`src/rtl/core/nsc_ram.sv`:
```
// single port write, single port read synchronous memory
module nsc_ram #(
  parameter int unsigned DEPTH = 256,
  parameter int unsigned WIDTH = 16
) (
  input  logic                     clk_i,
  input  logic                     we_i,
  input  logic [$clog2(DEPTH)-1:0] waddr_i,
  input  logic [WIDTH-1:0]         wdata_i,
  input  logic                     re_i,
  input  logic [$clog2(DEPTH)-1:0] raddr_i,
  output logic [WIDTH-1:0]         rdata_o
);

  logic [WIDTH-1:0] mem [DEPTH];
  logic [WIDTH-1:0] rdata_q;

  always_ff @(posedge clk_i) begin
    if (we_i) begin
      mem[waddr_i] <= wdata_i;
    end
  end

  always_ff @(posedge clk_i) begin
    if (re_i) begin
      rdata_q <= mem[raddr_i];
    end
  end

  assign rdata_o = rdata_q;

endmodule

```
`config.mk`:
```
export PLATFORM = sky130hd
export DESIGN_NAME = nsc_ram
export DESIGN_NICKNAME = d
export VERILOG_FILES = /design/src/rtl/core/nsc_ram.sv
export SDC_FILE = /design/constraint.sdc
export NUM_CORES = 2
export LEC_CHECK = 0
export BUFFER_PORTS_ARGS = -buffer_cell sky130_fd_sc_hd__buf_4
export CAP_MARGIN = 20
export CORE_ASPECT_RATIO = 0.75
export CORE_MARGIN = 2
export CORE_UTILIZATION = 50
export CTS_BUF_LIST = sky130_fd_sc_hd__clkbuf_8 sky130_fd_sc_hd__clkbuf_16
export CTS_CLUSTER_SIZE = 40
export DETAILED_ROUTE_END_ITERATION = 10
export PLACE_DENSITY_LB_ADDON = 0.05
export SETUP_SLACK_MARGIN = 0.5
export SYNTH_ARGS = -nofsm -noshare
export SYNTH_HDL_FRONTEND = slang
export SYNTH_SLANG_ARGS = --single-unit
```
`constraint.sdc`:
```
create_clock -name clk_i -period 3.1 [get_ports clk_i]
set_clock_uncertainty 0.05 [all_clocks]
set_input_delay 0.155 -clock clk_i [delete_from_list [all_inputs] [get_ports clk_i]]
set_output_delay 0.155 -clock clk_i [all_outputs]
set_load 0.02 [all_outputs]
```
==> flow_summary.toml <==
[critical_path]
worstPathCellList = "mux4_2 > mux4_2 > a22o_2 > o32ai_4 > buf_6 > nor4_2"
critPathRequiredTime_ns = 3.66
max_stage_delay_ns = 0.51
crit_path_frequent_cell = "mux4_2"
r2r_setup_slack_ns = 0.35
r2r_start = "mem[59][0]$_DFFE_PP_"
critPathKind = "flop to flop"
timing.rr.end = "rdata_o[0]$_DFFE_PP_"
slowest_stage = "mux4_2"
critPathCaptureType = "flop"
cp-start-kind = "flop"
cp_max_fo = 1
reg2regPathDepth = 6
cp_data_arrival_time_ns = 3.32

[clocking]
numCtsBuffers = 397
clk_latency_ns = 0.93
htree_levels = 5
cts_tree = "done"
numClockSinks = 4112
clockBufferDepth = 4
cts_setup_buffers = 0
clk_pin_slew_ns = 0.06
root_buffer = "clkbuf_16"

[sta]
finalHoldViolations = 0
setup_viol = 0
drv_slew = 0
finalSetupTns_ns = 0
tightestPinTransition_ns = 1.302
fmax_ghz = 0.3632
rsz0062_at_grt = "yes"
period_needed_ns = 2.753
fin_crit_sh_pct = 88.81
slew_headroom_pct = 13.18

[synthesis]
synth.area.top_cells = "edfxtp_1 78%, mux4_2 11%, mux2i_1 3.6%, o221ai_1 1.4%, nor2_1 0.72%"
ys_seq_area_share_pct = 77.72
synthSimpleGateAreaFrac_pct = 1.573
syn_area_per_cell_um2 = 21.59
synthAdderAreaFrac_pct = 0
syn_area_um2 = 158900
postSynthCellCount = 7360
ys_types = 51
synth-edff-count = 4112
synthFlopType = "edfxtp_1"
synth-compound-area-share_pct = 3.534
async_flop_share_pct = 0
muxShareOfSynthArea_pct = 15.48
synth_seq_cells = 4112
synth_top_family_by_area = "multiplexers"
synth_fp_nets = 7395
synthXorXnorAreaFrac_pct = 0
yosysTopAreaCell = "edfxtp_1"
synth_top_cell_area_share_pct = 77.72
yosys_warnings = 0

[floorplan]
rows = 179
die_w_um = 654.9
fp.coreArea_um2 = 316700
fp.dieArea_um2 = 322300
die_y_um = 492.2
pin_count = 51
start_util_pct = 50.17

[detailed_routing]
vias_per_cell = 6.306
wl_per_cell_um = 34.32
met1_length_mm = 191.6
vias = 80966
drc = 0
drt_pass1_iterations = 6
met3_length_mm = 40.34
finalWirelength_mm = 440.6
met2RoutedLength_mm = 197.7
ant_nets = 0
drtIter0Drc = 10811
routed.top_layer = "met5"

[finish]
layout_commonest_cell = "edfxtp_1"
drive_gt1_share_pct = 29.89
final_nets = 8297
syn_to_final_growth_pct = 15.96
mostFrequentLayoutCells = "4112 x edfxtp_1, 797 x mux4_2, 754 x buf_4"

[min_path]
hold_depth = 5
hp-start = "raddr_i[6]"
worst_hold_path_type = "input port to flop"
hold_end = "rdata_o[1]$_DFFE_PP_"

[placed_design]
place.gp.congestion = 0.8674
dp_hpwl_mm = 271.6
io_buffers = 50

[global_route]
grt-ovfl-total = 0
grt_pass1_wl_mm = 617.4
grt.total_usage_pct = 27.25
antenna_found_initial = 26
grt_max_degree = 122
first_global_vias = 78853

[pwr]
p_leak_nw = 59.72
ir_drop_v = 0.0005558
powerDensity_nw_per_um2 = 624.7
finalPower_mw = 115.1

[outcome]
status = "completed"

[run]
drv_cap = 0
registers in the layout, summed over array words and instances, names as in the netlist:
name	cells
mem	4096
rdata_o	16
cell usage after synthesis (16+ instances only):
cell type	instances
o31ai_1	16
nand2_1	38
nor2_1	304
mux2i_1	565
buf_4	26
buf_6	77
clkbuf_1	230
nor3_1	92
mux2_2	88
a22oi_1	43
a221oi_1	28
a22o_1	32
nor4_1	17
buf_1	27
a21oi_1	175
edfxtp_1	4112
a211oi_1	18
o221ai_1	252
mux4_2	797
nand4_1	26
o21ai_0	37
nand3_1	35
o32ai_1	20
o22ai_1	148
buf_2	76
what timing repair did:
item / in CTS / in global routing
pin swaps: 18 / 14
hold endpoints to repair: 2632 / 0
resized for setup: 69 / 33
hold buffers: 30 / 0
setup endpoints to repair: 16 / 217
cloned: 0 / 1
layout make-up:
class / count / area [µm²]
fillers: 23255 / 132500
flip-flops and latches: 4112 / 123500
multi-input cells: 2792 / 33600
clock buffers: 407 / 10180
repair buffers: 955 / 9250
well taps: 4253 / 5321
clock inverters: 308 / 2349
inverters: 4 / 27.53
diodes: 9 / 22.52
stage by stage:
step                      util, %  instances  hold WS (ns)  setup WS (ns)  instance area [µm²]
after floorplan                 -       7360        0.2039         0.6461               158900
after global placement      53.93      12084        0.4833         -1.082               170800
after detailed placement    53.93      12084        0.4881         -1.075               170800
after CTS                   58.11      12829       0.08829         0.3446               184000
after global routing        58.17      12833        0.1410         0.3328               184200
final                       58.17      12840        0.1665         0.3468               184200
critical path: cells and delay by family (launching register included):
kind	cells	cell delay, ns
muxes	2	0.99
AOI/OAI and AO/OA	2	0.85
DFF	1	0.37
buffers and inverters	1	0.17
and+or+nand+nor	1	0.04
cell families (layout without fill, tap and decap cells):
kind of cell           count (synthesis)  count (layout)
other                                  0               9
multiplexers                        1450            1450
flip-flops                          4112            4112
buffers and inverters                456            1674
AND/OR/NAND/NOR                      556             556
AO/OA/AOI/OAI                        786             786
per-layer routing:
metal | global-route usage [%] | vias to the layer above
met5 | 0 | -
met4 | 6.176 | 4
met3 | 5.126 | 557
met2 | 40.35 | 3685
met1 | 42.44 | 43577
li1 | - | 33143
worst max path at each step:
stage,startpoint,to,slack (ns),cells past startpoint
5_1_grt,mem[11][0]$_DFFE_PP_,rdata_o[0]$_DFFE_PP_,0.33,8
3_5_place_dp,raddr_i[0],rdata_o[13]$_DFFE_PP_,-1.07,12
6_report,mem[59][0]$_DFFE_PP_,rdata_o[0]$_DFFE_PP_,0.35,6
3_3_place_gp,raddr_i[0],rdata_o[13]$_DFFE_PP_,-1.08,12
2_1_floorplan,raddr_i[0],rdata_o[4]$_DFFE_PP_,0.65,8
4_1_cts,mem[54][5]$_DFFE_PP_,rdata_o[5]$_DFFE_PP_,0.34,6
power by group:
part	switching, mW	internal [mW]
clock	20.4	26.8
combinational	4.08	2.47
sequential	0.0794	61.3
total	24.5	90.5
No activity file was read; power rests on OpenSTA's default activity.
